File: src/obs_pkg.sv
// ----------------------------------------------------------------------------
// obs_pkg
// Shared types and constants for the online boosting selector.
// ----------------------------------------------------------------------------
package obs_pkg;

  localparam logic [31:0] ONE_Q16      = 32'h0001_0000;
  localparam logic [31:0] SAT32        = 32'hFFFF_FFFF;
  localparam logic [31:0] LN2_HALF_Q32 = 32'd1488522236;
  localparam logic [23:0] VOTE_MAX     = 24'h7F_FFFF;
  localparam logic [23:0] VOTE_MIN     = 24'h80_0000;
  localparam logic [16:0] ERR_ONE      = 17'h1_0000;

  // Request to the shared restoring divider. The caller guarantees rem0 < divisor.
  typedef struct packed {
    logic        start;
    logic [33:0] rem0;
    logic [47:0] dq0;
    logic [33:0] divisor;
    logic [5:0]  steps;
  } div_req_t;

  typedef struct packed {
    logic        busy;
    logic        done;
  } unit_sts_t;

  typedef struct packed {
    logic        start;
    logic [15:0] value;
  } log_req_t;

endpackage

File: src/obs_log.sv
// ----------------------------------------------------------------------------
// obs_log
// Base-two logarithm in Q4.24 by repeated squaring of the mantissa.
// ----------------------------------------------------------------------------
module obs_log
  import obs_pkg::*;
(
  input  logic        clk,
  input  logic        rst_n,
  input  log_req_t    req,
  output unit_sts_t   sts,
  output logic [27:0] result
);

  logic [31:0] m_r;
  logic [27:0] res_r;
  logic [4:0]  bit_r;
  logic        busy_r;
  logic        done_r;
  logic [3:0]  msb;
  logic [63:0] prod;
  logic [32:0] sq;

  // Position of the leading one; an input of zero gives position zero.
  always_comb begin
    msb = '0;
    for (int i = 0; i < 16; i++) begin
      if (req.value[i]) begin
        msb = 4'(i);
      end
    end
  end

  assign prod = 64'(m_r) * 64'(m_r);
  assign sq   = prod[63:31];

  always_ff @(posedge clk) begin
    if (!rst_n) begin
      busy_r <= 1'b0;
      done_r <= 1'b0;
      bit_r  <= '0;
    end else begin
      done_r <= 1'b0;
      if (req.start) begin
        busy_r <= 1'b1;
        bit_r  <= 5'd23;
      end else if (busy_r) begin
        bit_r <= bit_r - 5'd1;
        if (bit_r == 5'd0) begin
          busy_r <= 1'b0;
          done_r <= 1'b1;
        end
      end
    end
  end

  always_ff @(posedge clk) begin
    if (req.start) begin
      m_r   <= 32'(req.value) << (5'd31 - {1'b0, msb});
      res_r <= {msb, 24'd0};
    end else if (busy_r) begin
      if (sq[32]) begin
        m_r          <= sq[32:1];
        res_r[bit_r] <= 1'b1;
      end else begin
        m_r <= sq[31:0];
      end
    end
  end

  assign sts.busy = busy_r;
  assign sts.done = done_r;
  assign result   = res_r;

endmodule

File: config.mk
export PLATFORM = sky130hd
export DESIGN_NAME = obs_log
export DESIGN_NICKNAME = d
export VERILOG_FILES = /design/src/obs_pkg.sv /design/src/obs_log.sv
export SDC_FILE = /design/constraint.sdc
export NUM_CORES = 2
export LEC_CHECK = 0
export BUFFER_PORTS_ARGS = -buffer_cell sky130_fd_sc_hd__buf_2
export CAP_MARGIN = 40
export CORE_UTILIZATION = 55
export CTS_CLUSTER_SIZE = 16
export DETAILED_ROUTE_END_ITERATION = 8
export MAX_ROUTING_LAYER = met4
export PLACE_DENSITY_LB_ADDON = 0.08
export REMOVE_ABC_BUFFERS = 1
export SYNTH_ARGS = -nofsm -noshare
export SYNTH_HDL_FRONTEND = slang
export SYNTH_SLANG_ARGS = --single-unit
File: constraint.sdc
create_clock -name clk -period 7.4 [get_ports clk]
set_input_delay 2.22 -clock clk [delete_from_list [all_inputs] [get_ports clk]]
set_output_delay 2.22 -clock clk [all_outputs]
set_load 0.02 [all_outputs]
Yosys cells after proc, flatten, opt, wreduce, memory -nomap -nowiden
Cells that the tools add are included.
{ "totals": {"in_bits": 19, "word_cells": 53, "ff_bits": 67, "output_inout_bits": 30} }
{ "op_classes": {"reduce_logical": 8, "order_cmp": 2, "bitwise": 3, "mux": 29, "mul": 1, "shifts": 1, "add_sub_neg": 2} }
{ "ops": {"columns": ["cell", "n"], "rows": [
  ["$mux 32", 3],
  ["$mux 28", 3],
  ["$mul 32x32->64", 1],
  ["$mux 4", 14],
  ["$shl 16x5->32", 1],
  ["$or 28x28->28", 1],
  ["$mux 5", 2],
  ["$lt 5x6->1 const B", 1],
  ["$mux 1", 6],
  ["$demux 1 s5", 1],
  ["$ge 5x1->1 const B", 1],
  ["$logic_not 5->1", 1],
  ["$sub 5x1->5 const B", 1],
  ["$sub 5x4->5 const A", 1],
  ["$reduce_and 2->1", 2],
  ["$reduce_bool 2->1", 2],
  ["$reduce_or 3->1", 1],
  ["$not 1->1", 2],
  ["$reduce_or 2->1", 1],
  ["$logic_and 1x1->1", 1]
]} }

Logic depth before layout (Yosys ltp)
{ "depth": {"word_depth": 18, "mapped_depth": 32, "ltp_nobuf": 28} }

Least setup slack after synthesis
OpenSTA, ideal clock, no wires.
{ "synth_timing": {"path_kind": "register to register", "start": "reg m_r[4]", "end": "reg m_r[28] (data pin)", "path_buffers": 2, "t_arrival_ns": 7.577, "period_less_slack_ns": 7.836, "setup_time_ns": 0.258, "stages_incl_launch_ff": 26, "path_slack_ns": -0.436, "t_required_ns": 7.142, "cell_sequence": "edfxtp_1 > clkbuf_1 > clkbuf_1 > nand2_1 > fa_1 > inv_1 > fa_1 > fa_1 > inv_1 > fa_1 > inv_1 > fa_1 > fa_1 > fa_1 > fa_1 > ha_1 > a21o_1 > a2111oi_2 > o2111ai_1 > a21boi_0 > o211ai_1 > o31ai_1 > o21ai_1 > xor2_1 > a211oi_1 > nor2_1"} }
{ "synth_between": {"elab_chain_cells": 4} }
{ "synth_rtl": {"columns": ["item", "line_no", "rtl"], "rows": [
  ["start, declared", "obs_log.sv:15", "logic [31:0] m_r;"],
  ["start signal, assigned", "obs_log.sv:59", "m_r <= 32'(req.value) << (5'd31 - {1'b0, msb});"],
  ["start signal, assigned", "obs_log.sv:63", "m_r <= sq[32:1];"],
  ["start signal, assigned", "obs_log.sv:66", "m_r <= sq[31:0];"],
  ["$mul 32x32->64", "obs_log.sv:34", "assign prod = 64'(m_r) * 64'(m_r);"],
  ["$mux 32", "obs_log.sv:62", "if (sq[32]) begin"],
  ["$mux 32", "obs_log.sv:61", "end else if (busy_r) begin"],
  ["$mux 32", "obs_log.sv:58", "if (req.start) begin"]
]} }
No other way between the ends. The select of a mux whose other input is x is not followed.
A chain may end at the register's enable or synchronous reset.

Worst setup path after layout
{ "layout_timing": {"start": "reg m_r[19]", "end": "reg m_r[31] (data pin)"} }
Same word-level chain as after synthesis.

==> results by group <==
Global routing
  • Initial antenna violation count: 2
  • Global-route wire length before repair: 149 mm
  • Grt met3 use: 0.0364
  • Number of global-route vias before repair: 28,100
  • Met1 Usage GRT: 0.426
  • GRT overflow: 0
  • GR Layer Usage met2: 0.569
  • Tot GR Track Use: 0.339
  • GR peak layer: met2
  • Largest net degree at the start of global routing: 86

Setup path
  • Startpoint Class: register
  • Reg-to-reg critical path endpoint: m_r[31]
  • Setup CP Type: reg2reg
  • Crit path max fanout: 9
  • WP data required: 7.60 ns
  • Worst path slowest cell: fa_2
  • WP data arrival: 8.20 ns
  • Cell mode on critical path: fa_1
  • Worst r2r src: m_r[19]
  • FF-to-FF setup slack: -0.60 ns
  • CP peak stage delay: 0.57 ns
  • Reg2Reg Depth: 30
  • Crit end category: register

Yosys
  • Sequential share of the synthesized area: 0.0531
  • Post-synth EDFFs: 36
  • Yosys Warn Count: 0
  • Synth area leader: fa_1
  • Synthesized area: 32,000 µm²
  • Top-area cell type share of the netlist area: 0.499
  • Primary FF master, synth: edfxtp_1
  • FFs w/ async S/R, synth: 0
  • Synthesized area per cell: 9.30 µm²
  • Synth cell types: 66
  • Syn Inst Count: 3,446
  • Ranking of synthesized cells by area: fa_1, inv_1, ha_1
  • Synth Register Bits: 67

Layout
  • Nets: 5,049
  • Most frequent cells in the layout: inv_1, fa_1, buf_4
  • Commonest non-fill, non-tap cell in the layout: inv_1
  • Layout cells sized above 1: 0.224
  • P&R area growth vs syn: 22.9%
  • Final Instance Area: 39,400 µm²
  • Fillcell total: 4,540

Timing
  • Final Critical Period: 8.00 ns
  • Final WS setup: -0.599 ns
  • Final slew viol count: 0
  • Worst-Margin Slew: 1.03 ns
  • Skew final: 0.0117 ns
  • Hold Vio Cnt, Final: 0
  • RSZ-0062 raised after global routing: yes
  • Relative slew slack: 0.313
  • Final setup fails: 64
  • FMAX: 0.125 GHz
  • Final Cycle Share: 1.08

Floorplanning
  • Starting Density: 0.556
  • Chip height: 243 µm
  • Core Area: 57,600 µm²
  • I/O pins: 49
  • Die area: 59,200 µm²
  • Std-Cell Rows: 88
  • Horiz. Die Dim: 243 µm

Clock network
  • Clock sinks: 67
  • Clk buf depth: 2
  • Root Driver: clkbuf_16
  • Skew-Pair Late Insertion Delay: 0.36 ns
  • CTS tree: done
  • Hold Buf Count CTS: 0
  • Clock-pin slew on the worst setup and hold paths: 0.07 ns
  • Cts bufs inserted: 9
  • H-tree Lvls: 3

Run
  • Maxcap violations: 0

Place
  • Global placer's final weighted congestion: 0.988
  • Placed cell areas: 37,000 µm²
  • Port Buffer Count: 48
  • DP Wirelength: 79.1 mm

Min path
  • WHS Endpoint: result[8]
  • Worst hold start: result[8]
  • WHS Path Cells: 2
  • Hold WC Path Type: reg2reg

Status
  • Failing checks: setup timing
  • Outcome: complete, but fails checks

Detailed routing
  • Drt pass-1 iters: 6
  • Vias per inst: 5.31
  • Drt initial violations: 1,486
  • Wire per inst: 19.8 µm
  • Post-route DRC: 0
  • Routed wire length: 93.3 mm
  • Vias: 25,000
  • Antenna-violating nets left: 0
## synthesized netlist by cell type, types with 6 or more instances
cell / instances
nand4_1: 15
xnor2_1: 34
and2_1: 202
nor3_1: 16
o21bai_1: 11
o21a_1: 8
ha_1: 289
mux2i_1: 27
fa_1: 798
xor2_1: 33
edfxtp_1: 36
o21ai_0: 50
a211oi_1: 7
a31oi_1: 36
nand3_1: 14
or2_2: 6
mux2_2: 6
dfxtp_1: 31
a21o_1: 35
a31o_2: 6
nand2_1: 345
nor4_1: 6
inv_1: 1002
clkbuf_1: 128
nor2_1: 105
nor2b_1: 11
and3_1: 7
nand2b_1: 6
a21oi_1: 93
## logic make-up (layout without fill, tap and decap cells)
logic type,count (synthesis),in the layout,synth area share
compound gates,296,296,0.0592
xor+xnor,68,68,0.0188
simple gates,752,752,0.112
mux,33,33,0.0105
flops,67,67,0.0531
buf+inv,1143,1645,0.135
fa+ha+maj,1087,1087,0.612
other cells,0,1,0
## worst max-delay path: cells and delay by family, from the launching register on
kind                     cells  cell delay (ns)
AO/OA/AOI/OAI                7             1.22
XOR/XNOR                     1             0.30
adder cells (fa/ha/maj)      9             4.53
buffers and inverters       10             1.05
flip-flops                   1             0.42
AND/OR/NAND/NOR              3             0.29
## routing by layer
metal | share of wire | wire [µm]
met5 | 0 | 0
met4 | 0.044 | 4130
met1 | 0.40 | 37000
met3 | 0.055 | 5170
met2 | 0.50 | 47100
## cell type report
cell class / count / area (µm²) / area share
inverter: 1002 / 3770 / 0.0957
multi-input combinational: 2236 / 27300 / 0.693
timing repair buffer: 627 / 5370 / 0.136
tap: 765 / 957 / 0.0243
antenna: 1 / 2.50 / 0.0000636
sequential: 67 / 1700 / 0.0432
clock buffer: 11 / 264 / 0.00671
clock inverter: 5 / 40.0 / 0.00102
## how the worst max path moves through the flow
stage / startpoint / end
final: m_r[19] / m_r[31]
after global routing: m_r[4] / m_r[23]
after CTS: m_r[14] / m_r[16]
after detailed placement: m_r[14] / m_r[10]
after global placement: m_r[14] / m_r[10]
after floorplan: m_r[2] / result[24]
## metrics by stage
stage,instances,utilization,hold slack (ns),TNS (ns),worst slack (ns)
after floorplan,3305,-,0.560,-66.61,-1.55
after global placement,4633,0.642,0.446,-43.91,-0.966
after detailed placement,4634,0.643,0.457,-51.59,-1.07
after CTS,4697,0.671,0.471,-33.41,-0.596
after global routing,4714,0.684,0.503,-46.05,-0.821
final,4714,0.684,0.467,-30.67,-0.599
## state kept, by name, indices dropped and copies added (netlist names)
| register | count |
|---|---|
| bit_r | 5 |
| busy_r | 1 |
| done_r | 1 |
| m_r | 32 |
| result | 28 |
## timing repair
item	in CTS	in global routing
pin swaps	78	78
cloned	5	1
setup endpoints to repair	64	64
buffers inserted	45	15
gates resized for setup	174	148
Power is left out: the tool's default activity adds up to more than one toggle a clock period on the data nets, which glitch-free logic cannot reach.
