$ cat src/obs_pkg.sv
// ----------------------------------------------------------------------------
// obs_pkg
// Shared types and constants for the online boosting selector.
// ----------------------------------------------------------------------------
package obs_pkg;

  localparam logic [31:0] ONE_Q16      = 32'h0001_0000;
  localparam logic [31:0] SAT32        = 32'hFFFF_FFFF;
  localparam logic [31:0] LN2_HALF_Q32 = 32'd1488522236;
  localparam logic [23:0] VOTE_MAX     = 24'h7F_FFFF;
  localparam logic [23:0] VOTE_MIN     = 24'h80_0000;
  localparam logic [16:0] ERR_ONE      = 17'h1_0000;

  // Request to the shared restoring divider. The caller guarantees rem0 < divisor.
  typedef struct packed {
    logic        start;
    logic [33:0] rem0;
    logic [47:0] dq0;
    logic [33:0] divisor;
    logic [5:0]  steps;
  } div_req_t;

  typedef struct packed {
    logic        busy;
    logic        done;
  } unit_sts_t;

  typedef struct packed {
    logic        start;
    logic [15:0] value;
  } log_req_t;

endpackage

$ cat src/obs_div.sv
// ----------------------------------------------------------------------------
// obs_div
// Shared restoring divider, one quotient bit per cycle.
// ----------------------------------------------------------------------------
module obs_div
  import obs_pkg::*;
(
  input  logic        clk,
  input  logic        rst_n,
  input  div_req_t    req,
  output unit_sts_t   sts,
  output logic [47:0] quo
);

  logic [33:0] rem_r;
  logic [47:0] dq_r;
  logic [47:0] quo_r;
  logic [33:0] div_r;
  logic [5:0]  cnt_r;
  logic        busy_r;
  logic        done_r;
  logic [34:0] rem_sh;
  logic        qbit;
  logic [34:0] rem_sub;

  assign rem_sh  = {rem_r, dq_r[47]};
  assign qbit    = rem_sh >= {1'b0, div_r};
  assign rem_sub = qbit ? (rem_sh - {1'b0, div_r}) : rem_sh;

  always_ff @(posedge clk) begin
    if (!rst_n) begin
      busy_r <= 1'b0;
      done_r <= 1'b0;
      cnt_r  <= '0;
    end else begin
      done_r <= 1'b0;
      if (req.start) begin
        busy_r <= 1'b1;
        cnt_r  <= req.steps;
      end else if (busy_r) begin
        cnt_r <= cnt_r - 6'd1;
        if (cnt_r == 6'd1) begin
          busy_r <= 1'b0;
          done_r <= 1'b1;
        end
      end
    end
  end

  always_ff @(posedge clk) begin
    if (req.start) begin
      rem_r <= req.rem0;
      dq_r  <= req.dq0;
      div_r <= req.divisor;
      quo_r <= '0;
    end else if (busy_r) begin
      rem_r <= rem_sub[33:0];
      dq_r  <= {dq_r[46:0], 1'b0};
      quo_r <= {quo_r[46:0], qbit};
    end
  end

  assign sts.busy = busy_r;
  assign sts.done = done_r;
  assign quo      = quo_r;

endmodule

$ cat config.mk
export PLATFORM = sky130hd
export DESIGN_NAME = obs_div
export DESIGN_NICKNAME = d
export VERILOG_FILES = /design/src/obs_pkg.sv /design/src/obs_div.sv
export SDC_FILE = /design/constraint.sdc
export NUM_CORES = 1
export LEC_CHECK = 0
export BUFFER_PORTS_ARGS = -buffer_cell sky130_fd_sc_hd__buf_2
export CAP_MARGIN = 20
export CORE_MARGIN = 3
export CORE_UTILIZATION = 30
export CTS_BUF_LIST = sky130_fd_sc_hd__clkbuf_2 sky130_fd_sc_hd__clkbuf_4 sky130_fd_sc_hd__clkbuf_8
export DETAILED_ROUTE_END_ITERATION = 6
export PLACE_DENSITY = 0.6
export RECOVER_POWER = 100
export SLEW_MARGIN = 0
export SYNTH_ARGS = -nofsm -noshare
export SYNTH_HDL_FRONTEND = slang
export SYNTH_SLANG_ARGS = --single-unit
export TNS_END_PERCENT = 30
$ cat constraint.sdc
create_clock -name clk -period 4.4 [get_ports clk]
set_clock_uncertainty 0.05 [all_clocks]
set_input_delay 0.66 -clock clk [delete_from_list [all_inputs] [get_ports clk]]
set_output_delay 0.66 -clock clk [all_outputs]
set_load 0.01 [all_outputs]
# ---- After elaboration in Yosys (flattened, before gate mapping)
# Cells that the tools add are included.
dict set report op_classes {
  n_addsub 2
  magnitude_cmp 1
  n_eq_ne 1
  mux 11
  bitwise 2
  n_reduce_logical 2
}
# op n
set ops {}
lappend ops {{$mux 34} 3}
lappend ops {{$mux 48} 2}
lappend ops {{$ge 35x34->1} 1}
lappend ops {{$sub 34x34->34} 1}
lappend ops {{$mux 6} 2}
lappend ops {{$eq 6x1->1 const B} 1}
lappend ops {{$sub 6x1->6 const B} 1}
lappend ops {{$mux 1} 4}
lappend ops {{$reduce_or 3->1} 1}
lappend ops {{$not 1->1} 2}
lappend ops {{$reduce_bool 2->1} 1}
dict set report word_totals {
  reg_bits 172
  out_inout_bits 50
}

# ---- Logic depth before layout (Yosys ltp)
dict set report depth {
  ltp_word 4
  ltp_mapped 13
}

# ---- Least setup slack after synthesis
# Ideal clock, no wire load.
dict set report synth_path {
  path_kind {input-to-reg}
  start {input port req[122] in the netlist's numbering}
  end {register dq_r[0], enable pin}
  setup_ns 0.405
  arrival_time_ns 2.513
  setup_slack_ns 1.432
  path_stages 4
  path_buffers 3
  path_cell_list {clkbuf_1 clkbuf_1 clkbuf_1 or2_2}
}
dict set report synth_via {
  elab_chain_len 1
}
# item line_no
set synth_rtl {}
lappend synth_rtl {{start: declaration} obs_div.sv:10} ;# input div_req_t req,
lappend synth_rtl {{$reduce_bool 2->1 (no source line)} --}
lappend synth_rtl {{end signal: assignment} obs_div.sv:53} ;# dq_r <= req.dq0;
lappend synth_rtl {{end signal: assignment} obs_div.sv:58} ;# dq_r <= {dq_r[46:0], 1'b0};
lappend synth_rtl {{end: declaration} obs_div.sv:16} ;# logic [47:0] dq_r;
# Every way passes these cells.
# A chain may end at the register's enable or synchronous reset.

# ---- Worst setup path in the final report
dict set report layout_path {
  start {register div_r[1]}
  end {register rem_r[1] (data pin)}
}
dict set report layout_via {
  elab_chain_len 4
}
# item line_no
set layout_rtl {}
lappend layout_rtl {{start: declaration} obs_div.sv:18} ;# logic [33:0] div_r;
lappend layout_rtl {{start signal: assignment} obs_div.sv:54} ;# div_r <= req.divisor;
lappend layout_rtl {{$sub 34x34->34 / $ge 35x34->1 (equally long branches)} {obs_div.sv:28, obs_div.sv:27}}
lappend layout_rtl {{$mux 34 (*)} obs_div.sv:28} ;# assign rem_sub = qbit ? (rem_sh - {1'b0, div_r}) : rem_sh;
lappend layout_rtl {{$mux 34 (*)} obs_div.sv:56} ;# end else if (busy_r) begin
lappend layout_rtl {{$mux 34 (*)} obs_div.sv:51} ;# if (req.start) begin
lappend layout_rtl {{end signal: assignment} obs_div.sv:52} ;# rem_r <= req.rem0;
lappend layout_rtl {{end signal: assignment} obs_div.sv:57} ;# rem_r <= rem_sub[33:0];
lappend layout_rtl {{end: declaration} obs_div.sv:15} ;# logic [33:0] rem_r;
# Every way passes the cells marked *; elsewhere a longest branch is shown, timed or not. The select of a mux whose other input is x is not followed.

==> results.py <==
metrics = {
    "layout": {
        "num-fill-cells": 3029,
        "fin_area_mm2": 0.01058,
        "syn_to_final_growth_pct": 17.38,
        "post-route-util": 0.3627,
        "layoutNonFillerInstCount": 1357,
        "final_nets": 1121,
        "drive_gt1_frac": 0.2294,
    },
    "global_route": {
        "grt_pass1_wl_um": 34240,
        "grt_remaining_overflow": 0,
        "grt_max_degree": 78,
        "antenna_found_initial": 4,
        "grtUsageTotal": 0.1364,
        "grt_pass1_vias": 6474,
    },
    "clocking": {
        "cts_made_buffers": 17,
        "clk_pin_slew_worst_paths_ps": 110,
        "cts_sinks": 172,
        "ctsRootBufferMaster": "clkbuf_8",
        "worstSkewPairLatency_ps": 490,
        "post-cts-setup-buffers": 0,
        "cts_buffer_depth": 2,
        "cts-hold-fix-buffers": 0,
        "htreeDepth": 4,
        "cts_resized": 0,
        "cts_tree": "done",
    },
    "routing": {
        "ant_nets": 0,
        "wl_per_cell_um": 16.13,
        "vias_per_cell": 4.876,
        "drtIter0Drc": 359,
        "routed_wl_um": 21880,
        "dr.pass1.iters": 5,
        "drc_errors": 0,
        "dr_total_vias": 6617,
    },
    "logic_synthesis": {
        "synth_edf_count": 116,
        "yosys_warnings": 0,
        "synth_top_flop_cell": "edfxtp_1",
        "synth_cell_types": 62,
        "yosysTopAreaCellShare": 0.3865,
        "async_flop_share": 0,
        "yosys-top-cells-count": "edfxtp_1, nor2_1, dfxtp_1, nand2_1, mux2i_1",
        "syn_area_mm2": 0.009012,
        "ys_seq_area_frac": 0.5109,
        "ys_seq_elements": 172,
        "avgSynthCellArea_um2": 11.24,
        "synth_cells": 802,
        "netlist_top_cells_area": "edfxtp_1, dfxtp_1, mux2_2, mux2i_1, ha_1",
        "syn_nets": 964,
        "yosysMostFrequentCell": "edfxtp_1",
        "synth_top_area_cell": "edfxtp_1",
    },
    "setup_path": {
        "cpMostUsedCell": "a21oi_1",
        "crit_fanout": 18,
        "crit_chain": "inv_1 > ha_1 > nor2b_1 > o2111ai_1 > and3_1 > a21oi_1 > a31o_1 > a21oi_1 > clkbuf_1 > mux2i_1 > mux2_2",
        "path_buf_inv": 2,
        "slowest_stage": "clkbuf_1",
        "cp_slowest_stage_delay_ps": 710,
        "crit_family": "compound AO/OA/AOI/OAI gates",
        "required_ps": 4590,
        "arrival_ps": 3870,
        "critical_path_class": "flop to flop",
        "critPathLaunchType": "flop",
        "crit_path_end_kind": "flop",
    },
    "placement": {
        "place_ws_ps": 1309,
        "gp_congestion": 0.8763,
        "placed_area_mm2": 0.01025,
        "place_inst": 1324,
        "dpl.hpwl_um": 15550,
        "portBuffers": 174,
    },
    "floorplan": {
        "die-area_mm2": 0.03216,
        "start_util": 0.3090,
        "dieHeight_um": 179.3,
        "die_width_um": 179.3,
        "placement_rows": 62,
        "coreArea_mm2": 0.02917,
        "num_io_pins": 175,
    },
    "pwr": {
        "p_leak_nw": 4.214,
        "power_density_mw_per_mm2": 475.4,
        "irDropWorstVdd_mv": 0.1982,
    },
    "timing": {
        "timing.fmax_mhz": 271.6,
        "fin_crit_sh": 0.8367,
        "post-route-min-period_ps": 3682,
        "rsz0062_at_grt": "no",
        "setup_slack_ps": 718.5,
        "slew_viol_final": 268,
        "setup_viol": 0,
        "tns_ps": 0,
        "max_slew_margin": -0.9961,
        "tightest_slew_ps": 2994,
        "hold_violations": 0,
    },
    "outcome": {
        "outcome": "finished with violations",
        "violations": "max-capacitance violations, max-slew violations",
    },
    "flow_run": {
        "maxCapViolations": 5,
    },
    "worst_hold_path": {
        "hp-class": "input pin to flop",
    },
}
==> path summary, 6_finish.rpt <==
path / from / slack, ps / depth (start not counted) / to
worst min register to register: quo[47] / 470 / 2 / quo[47]
worst max register to register: div_r[1] / 720 / 11 / rem_r[1]
worst min-delay path: req[11] / 280 / 1 / div_r[5]
worst max-delay path: div_r[1] / 720 / 11 / rem_r[1]
==> logic make-up after synthesis <==
family / after synthesis / share of synthesized area
muxes: 100 / 0.1179
and+or+nand+nor: 218 / 0.1252
xor gates and xnor gates: 35 / 0.03401
DFF: 172 / 0.5109
adders and majority gates: 37 / 0.05220
AOI/OAI and AO/OA: 150 / 0.1165
buffers and inverters: 90 / 0.04332
==> power by group <==
group          internal (mW)  switching (mW)
Clock                  0.625           0.645
Combinational          0.712           0.990
Sequential              1.97          0.0870
==> routing by layer <==
layer	GRT usage	wire (um)	up-vias
li1	-	-	3254
met1	0.1759	9880	3159
met2	0.2162	9996	173
met3	0.05019	1716	23
met4	0.03673	226	8
met5	0	62	-
==> placed cells by master, fill, tap and decap left out, types with 4 or more instances in the layout <==
cell,n
xnor2_1,21
and2_0,4
buf_2,122
o21ai_0,24
a221o_1,11
nand3_1,6
xor2_1,14
ha_1,36
inv_1,47
o21ai_1,8
nor2_1,66
nand2_1,56
mux2i_1,51
a21o_1,9
clkbuf_8,21
nand3b_1,18
nand2b_1,5
and3_1,4
o311ai_0,12
nor3_1,10
nor2b_1,10
dfxtp_1,55
a21oi_1,46
clkbuf_1,55
mux2_2,48
edfxtp_1,116
nand4_1,10
o311ai_1,4
and3b_1,9
==> sequential cells by signal, summed over array words and instances, names as in the netlist <==
name	cells
rem_r	34
quo	48
cnt_r	6
dq_r	48
div_r	34
done_r	1
busy_r	1
==> worst register-to-register path, stage by stage (launching register included) <==
cell	delay (ps)
edfxtp_1	430
inv_1	70
ha_1	240
nor2b_1	150
o2111ai_1	340
and3_1	220
a21oi_1	140
a31o_1	310
a21oi_1	240
clkbuf_1	710
mux2i_1	220
mux2_2	300
==> final cells by class <==
| type | count | area (um2) | area share |
|---|---|---|---|
| flip-flops and latches | 172 | 4606 | 0.4354 |
| multi-input cells | 540 | 4010 | 0.3791 |
| repair buffers | 182 | 868.3 | 0.08208 |
| well taps | 384 | 480.5 | 0.04542 |
| clock buffers | 21 | 282.8 | 0.02673 |
| inverters | 46 | 172.7 | 0.01632 |
| clock inverters | 11 | 156.4 | 0.01478 |
| diodes | 1 | 2.502 | 0.0002365 |
==> stage by stage <==
| stage | total power, mW | hold slack [ps] |
|---|---|---|
| final | 5.030 | 284.3 |
| after global routing | 5.350 | 249.7 |
| after CTS | 5.120 | 240.9 |
| after detailed placement | 3.816 | 431.0 |
| after global placement | 3.800 | 424.1 |
| after floorplan | 3.423 | 466.3 |
No activity file was read; power rests on OpenSTA's default activity.
