**config.mk**
```make
export PLATFORM = sky130hd
export DESIGN_NAME = obs_ram
export DESIGN_NICKNAME = d
export VERILOG_FILES = /design/src/obs_ram.sv
export SDC_FILE = /design/constraint.sdc
export NUM_CORES = 1
export LEC_CHECK = 0
export BUFFER_PORTS_ARGS = -buffer_cell sky130_fd_sc_hd__buf_2
export CORE_MARGIN = 3
export CORE_UTILIZATION = 63
export CTS_BUF_LIST = sky130_fd_sc_hd__clkbuf_4 sky130_fd_sc_hd__clkbuf_8
export CTS_CLUSTER_DIAMETER = 120
export DETAILED_ROUTE_END_ITERATION = 6
export PLACE_DENSITY = 0.8
export SETUP_SLACK_MARGIN = 0.15
export SYNTH_ARGS = -nofsm -noshare
export SYNTH_HDL_FRONTEND = slang
export SYNTH_SLANG_ARGS = --single-unit
```
**constraint.sdc**
```tcl
create_clock -name clk -period 3.1 [get_ports clk]
set_input_delay 0.465 -clock clk [delete_from_list [all_inputs] [get_ports clk]]
set_output_delay 0.465 -clock clk [all_outputs]
set_load 0.05 [all_outputs]
```
**src/obs_ram.sv**
```systemverilog
// ----------------------------------------------------------------------------
// obs_ram
// Generic single-write, single-read RAM with registered read data.
// ----------------------------------------------------------------------------
module obs_ram #(
  parameter int WIDTH = 32,
  parameter int DEPTH = 32
) (
  input  logic                     clk,
  input  logic                     we,
  input  logic [$clog2(DEPTH)-1:0] waddr,
  input  logic [WIDTH-1:0]         wdata,
  input  logic [$clog2(DEPTH)-1:0] raddr,
  output logic [WIDTH-1:0]         rdata
);

  logic [WIDTH-1:0] mem [DEPTH];

  always_ff @(posedge clk) begin
    if (we) begin
      mem[waddr] <= wdata;
    end
    rdata <= mem[raddr];
  end

endmodule

```
Word-level counts from Yosys, hierarchy flattened
Memories as Yosys holds them, arrays and structs flattened. A register that Yosys moved wholly into a read port is not among the register bits.
Cells that the tools add are included.
Widths: inputs -> output; s select.
Cells by class
  multipliers: 0
  reduce and logical (&&, ||, !) cells: 0
  shift-type cells: 0
  bitwise operators: 0
  multiplexer cells: 2
  eq/ne operators: 0
  $add $sub $neg: 0
  div/mod/pow operators: 0
  magnitude comparators: 0
Operators by type and width (count)
  $mux 1: 2
Word-level totals
  output and inout port bits: 32
  RAM bits: 1024
  input bits: 44
  memory bits (read-only): 0
  latch bits: 0
  register bits after elaboration: 0
  word-level logic and storage cells: 3
  memories: 1
Memory list
  mem: depth 32, bits a word 32, rd ports 1, clocked after Yosys merged registers in 1, wr ports 1, line 17  | logic [WIDTH-1:0] mem [DEPTH];

Logic depth before layout (Yosys ltp)
Gate-level depths: netlist of run 1.
  depth in word-level cells: 2
  mapped depth: 8
  depth with buffers taken out: 5

Worst setup path before layout of run 1
OpenSTA, ideal clock, no wires.
  kind: input-to-reg
  start point: in waddr[1]
  end point: mem mem[12][0], enable pin
  stages on the path: 3
  slack: 0.201 ns
  path buffers: 1
  data arrival time: 2.478 ns
  cells stage by stage: or3b_2 clkbuf_1 nor2_1
RTL lines
  start: declaration: line 11  | input logic [$clog2(DEPTH)-1:0] waddr,
  end: declaration: line 17
Straight into the memory's write port.

Worst setup path after layout of run 1
  start point: reg rdata[16] (read register of mem)
  end point: out rdata[16]
RTL lines
  start: declaration: line 14  | output logic [WIDTH-1:0] rdata
No word-level cell between the ends.

==> results_dict.tcl, run 1 <==
set metrics [dict create \
    grt_pass1_wl_um 142600 \
    hp-class "input port to register" \
    power.leakage_nw 16.25 \
    grt_setup_unrepaired "false" \
    grt_overflow 0 \
    outcome "complete, no violations" \
    hold_viol_final 0 \
    layout_commonest_cell "edfxtp_1" \
    num-fill-cells 3608 \
    finalCritPeriodShare_pct 66.03 \
    post_cts_buffers 0 \
    worstMarginPinSlew_ns 0.7551 \
    drtIter0Drc 2705 \
    arrival_ns 1.58 \
    cap_violations 0 \
    final_cell_mix "1024 x edfxtp_1, 512 x mux2i_1, 175 x clkbuf_8" \
    cts_buffer_depth 3 \
    synth_edf_count 1024 \
    crit_required_ns 2.63 \
    port_buffers 75 \
    ctsHoldBuffers 0 \
    tritoncts "done" \
    fin_nets 2516 \
    syn_avg_cell_area_um2 17.91 \
    start_util_pct 63.95 \
    startpoint_type "register" \
    path_clk_slew_ns 0.06 \
    placed_cells 3156 \
    drc_errors 0 \
    grt_start_max_net_pins 54 \
    die_y_um 259.5 \
    syn_area_um2 40490 \
    reg2reg_depth 5 \
    setup_slack_ns 1.053 \
    syn_nets 2304 \
    layout-drive-gt1-share_pct 19.03 \
    power_mw 28.97 \
    postRouteAntennaNets 0 \
    crit_cells 1 \
    ys_seq_elements 1056 \
    max_stage_delay_ns 0.44 \
    drv_slew 0 \
    critPathCaptureType "output port" \
    antenna_found_initial 1 \
    synth_warnings 0 \
    netlist_instances 2260 \
    period_needed_ns 2.047 \
    cp_slowest_cell "dfxtp_1" \
    setup_tns_ns 0 \
    synth_cell_types 25 \
    cts_buffers 160 \
    dieArea_um2 67340 \
    worstPathMaxFanout 1 \
    vias 22225 \
    dominantRegCellSynth "edfxtp_1" \
    firstDrtPassIters 5 \
    ys_async_sr_fraction_pct 0 \
    wirelength_um 96400 \
    seq_area_frac_synth_pct 77.54 \
    grt_usage_pct 29.16 \
    cts_resized 0 \
    htree_levels 4 \
    clock_insertion_delay_worst_skew_ns 0.83 \
    cts.sinks 1056 \
    fmax_mhz 488.6 \
    clock_skew_ns 0.03913 \
    ioPinCount 76 \
    wire_per_inst_um 27.99 \
    peakVddDrop_mv 0.4578 \
    p_per_area_nw_per_um2 631.5 \
    finalNonFillerCells 3444 \
    syn_to_final_growth_pct 13.31 \
    gp_congestion 0.8504 \
    crit_family "flip-flops" \
    hpwlAfterDp_um 50970 \
    via_per_inst 6.453 \
    critical_path_class "register to output port" \
    rows 92 \
    pre_cts_ws_ns 0.6687 \
    fp.coreArea_um2 63310 \
    cts_root_buf "clkbuf_8" \
    fin_util_pct 72.46 \
    hold_depth 1 \
    setup_viol 0 \
    grt_pass1_vias 22781 \
    path_buf_inv 1 \
    die_w_um 259.5 \
    maxSlewHeadroom_pct 49.66 \
    path_cells "buf_2" \
    reg2reg_slack_ns 1.49 \
]
## sequential cells by signal (all words and copies together), names as in the netlist
signal and count:
mem 1024, rdata 32
## cell families (layout without fill, tap and decap cells)
family / Yosys count / count (layout) / synth area share (%)
other: 0 / 2 / 0
AO/OA/AOI/OAI: 288 / 288 / 4.846
multiplexers: 512 / 512 / 12.66
flip-flops: 1056 / 1056 / 77.53
buffers and inverters: 127 / 463 / 1.860
AND/OR/NAND/NOR: 277 / 277 / 3.100
## report_power, final
| group | switching, mW | total [mW] | leakage, nW | internal [mW] |
|---|---|---|---|---|
| registers | 0.0828 | 16.0 | 9.49 | 15.9 |
| logic | 1.18 | 1.70 | 5.04 | 0.527 |
| clock network | 5.09 | 11.3 | 1.72 | 6.21 |
## cell usage after synthesis (3+ instances only)
| cell type | number | area (um2) |
|---|---|---|
| edfxtp_1 | 1024 | 30750 |
| mux2i_1 | 512 | 5125 |
| nand2_1 | 98 | 367.9 |
| nand3_1 | 98 | 490.5 |
| a21oi_1 | 96 | 480.5 |
| a22oi_1 | 96 | 720.7 |
| a22o_1 | 64 | 560.5 |
| clkbuf_1 | 46 | 172.7 |
| nor2_1 | 34 | 127.6 |
| buf_4 | 33 | 247.7 |
| a31oi_1 | 32 | 200.2 |
| dfxtp_1 | 32 | 640.6 |
| nor3_1 | 32 | 160.2 |
| buf_2 | 26 | 130.1 |
| buf_6 | 15 | 168.9 |
| buf_1 | 5 | 18.77 |
| nand3b_1 | 5 | 37.54 |
| or3b_2 | 3 | 26.28 |
## stage by stage
stage | area (um2) | hold WS (ns)
finish | 45870 | 0.1443
global route | 45870 | 0.1215
detailed placement | 42660 | 0.5881
CTS | 45870 | 0.08656
floorplan | 40490 | 0.5529
global placement | 42660 | 0.5692
## per-layer routing
metal,wire length (um),GRT usage [%]
met5,0,0
met3,9677,6.536
met4,3854,12.43
met2,46990,47.07
met1,35880,38.73
## cell type report
cell class / instances / area [um2] / area share [%]
well taps: 846 / 1059 / 2.307
clock buffers: 253 / 2994 / 6.527
repair buffers: 177 / 1602 / 3.491
multi-input cells: 1077 / 8610 / 18.77
clock inverters: 33 / 215.2 / 0.4691
diodes: 2 / 5.005 / 0.01091
flip-flops and latches: 1056 / 31390 / 68.43
## path summary, 6_finish.rpt
kind,from,endpoint
hold reg to reg,mem[11][20],rdata[20]
setup reg to reg,mem[3][13],rdata[13]
setup / recovery,rdata[16],rdata[16]
hold / removal,wdata[7],mem[25][7]
Power figures use the tool's default switching activity.
==> run 2, diff against run 1 <==
Settings changed: ABC_AREA from default to 1, CORE_UTILIZATION 63 to 59, PLACE_DENSITY 0.8 to 0.79.
Clock period 3.1 ns to 1.8 ns, I/O delays scaled along.
==> results_dict.tcl, run 2 <==
set metrics [dict create \
    netlist.area_leader.share_pct 72.51 \
    grt_overflow 0 \
    setup_viol 0 \
    dieArea_um2 75130 \
    hold_viol_final 0 \
    p_comb_share_pct 7.3 \
    hpwlAfterDp_um 57850 \
    grt_usage_pct 28.96 \
    final_cell_mix "1440 x nand2_1, 1024 x edfxtp_1, 780 x nand3_1" \
    hp-class "input port to register" \
    ys_async_sr_fraction_pct 0 \
    reg2reg_depth 8 \
    tritoncts "done" \
    finalCritPeriodShare_pct 89.33 \
    layout-drive-gt1-share_pct 13.99 \
    antenna_found_initial 5 \
    min_to "rdata[12]" \
    via_per_inst 5.939 \
    yosys-top-cells-area "edfxtp_1 73%, nand2_1 13%, nand3_1 9.2%" \
    worstReg2RegEnd "rdata[13]" \
    num-fill-cells 4663 \
    reg2reg_slack_ns 0.61 \
    cp_slowest_cell "dfxtp_4" \
    drc_errors 0 \
    die_y_um 274.1 \
    outcome "complete, no violations" \
    postRouteAntennaNets 0 \
    p_per_area_nw_per_um2 1043 \
    syn_avg_cell_area_um2 11.99 \
    rows 97 \
    syn_area_um2 42410 \
    path_cells "buf_8" \
    yosysMostFrequentCell "nand2_1" \
    critical_path_class "register to output port" \
    synth_edf_count 1024 \
    grt_pass1_vias 27488 \
    p_seq_share_pct 54.3 \
    grt_setup_unrepaired "true" \
    switchingPower_mw 11.62 \
    path_buf_inv 1 \
    htree_levels 4 \
    drtIter0Drc 3603 \
    worstMarginPinSlew_ns 0.6146 \
    clock_skew_ns 0.02476 \
    fin_nets 3772 \
    largest_register_ffs 1024 \
    layout_commonest_cell "nand2_1" \
    worstPathMaxFanout 1 \
    placed_cells 4473 \
    maxSlewHeadroom_pct 59.03 \
    largestRegisters "mem: 1024 flops, rdata: 32 flops" \
    synth_cell_types 14 \
    fmax_mhz 621.9 \
    hold_depth 6 \
    gp_congestion 0.7954 \
    period_needed_ns 1.608 \
    synth_warnings 0 \
    firstDrtPassIters 6 \
    cap_violations 0 \
    start_util_pct 60.03 \
    ys_seq_elements 1056 \
    ioPinCount 76 \
    fp.coreArea_um2 70640 \
    path_clk_slew_ns 0.06 \
    syn_nets 3580 \
    setup_tns_ns 0 \
    max_stage_delay_ns 0.41 \
    netlist_instances 3536 \
    vias 28513 \
    arrival_ns 1.34 \
    seq_area_um2 31450 \
    worstHoldStart "raddr[3]" \
    grt_start_max_net_pins 88 \
    peakVddDrop_mv 0.5959 \
    crit_family "flip-flops" \
    dominantRegCellSynth "edfxtp_1" \
    synth_area_leader_cell "edfxtp_1" \
    clock_insertion_delay_worst_skew_ns 0.79 \
    critPathCaptureType "output port" \
    switching_share_pct 22.92 \
    crit_required_ns 1.53 \
    syn_to_final_growth_pct 14.65 \
    seq_area_frac_synth_pct 74.02 \
    port_buffers 75 \
    cts_buffer_depth 3 \
    wirelength_um 107900 \
    multi_input_area_um2 9669 \
    die_w_um 274.1 \
    cts_root_buf "clkbuf_8" \
    netlist_top_cells_count "1440 x nand2_1, 1024 x edfxtp_1, 780 x nand3_1, 83 x buf_2, 66 x buf_6" \
    cts_buffers 159 \
    cts.sinks 1056 \
    wire_per_inst_um 22.47 \
    finalNonFillerCells 4801 \
    grt_pass1_wl_um 161700 \
    p_int_mw 39.08 \
    r2r_start "mem[8][13]" \
    top_register "mem" \
    drv_slew 0 \
    startpoint_type "register" \
    power.leakage_nw 18.05 \
    clkPwrFrac_pct 38.4 \
]
run 2: what timing repair did:
| item | CTS | global route |
|---|---|---|
| setup buffers | 0 | 0 |
| hold buffers | 34 | 0 |
| gates resized for setup | 106 | 1 |
| pin swaps | 0 | 0 |
| hold endpoints to repair | 1041 | 0 |
| setup endpoints to repair | 32 | 3 |
run 2: worst max-delay path by stage:
stage                         start          end  depth (start not counted)
after floorplan            waddr[0]   mem[10][0]                          3
after detailed placement   waddr[4]  mem[11][25]                          5
after global routing      rdata[17]    rdata[17]                          1
after global placement     waddr[2]  mem[11][28]                          5
final                     rdata[17]    rdata[17]                          1
after CTS                 rdata[20]    rdata[20]                          1
run 2: cells by family after synthesis:
group / Yosys count / share of synthesized area (%)
buffers and inverters: 228 / 3.741
AND/OR/NAND/NOR: 2252 / 22.24
flip-flops: 1056 / 74.02
run 2: through the flow:
stage / worst slack, ns / cell area [um2] / power [mW] / hold WS [ns] / util (%)
after floorplan: -0.1683 / 42530 / 30.14 / 0.3689 / -
after global placement: 0.01262 / 44770 / 31.35 / 0.7229 / 63.38
after detailed placement: -0.008528 / 44770 / 31.44 / 0.7350 / 63.38
after CTS: 0.1082 / 48610 / 50.87 / 0.05041 / 68.82
after global routing: 0.1417 / 48620 / 52.33 / 0.1187 / 68.83
final: 0.1920 / 48620 / 50.70 / 0.1574 / 68.83
run 2: area by class of cell:
cell class	instances	share of cell area, %
diodes	2	0.01029
clock buffers	243	5.966
clock inverters	49	0.6305
inverters	10	0.1390
multi-input cells	2252	19.89
flip-flops and latches	1056	64.69
well taps	940	2.419
repair buffers	249	6.254
run 2: metal layers:
| layer | track usage, % | up-vias | share of wire, % |
|---|---|---|---|
| met4 | 13.38 | 4 | 4.0 |
| met1 | 39.38 | 13701 | 38 |
| met2 | 45.15 | 1765 | 47 |
| met3 | 6.388 | 294 | 11 |
| met5 | 0 | - | 0.029 |
| li1 | - | 12749 | - |
run 2: power groups by stage:
stage / combinational (mW) / sequential (mW) / clock, mW
after floorplan: 1.90 / 28.2 / 0
after global placement: 3.38 / 28.0 / 0
after detailed placement: 3.47 / 28.0 / 0
after CTS: 3.68 / 27.5 / 19.7
after global routing: 4.02 / 27.5 / 20.8
final: 3.71 / 27.5 / 19.5
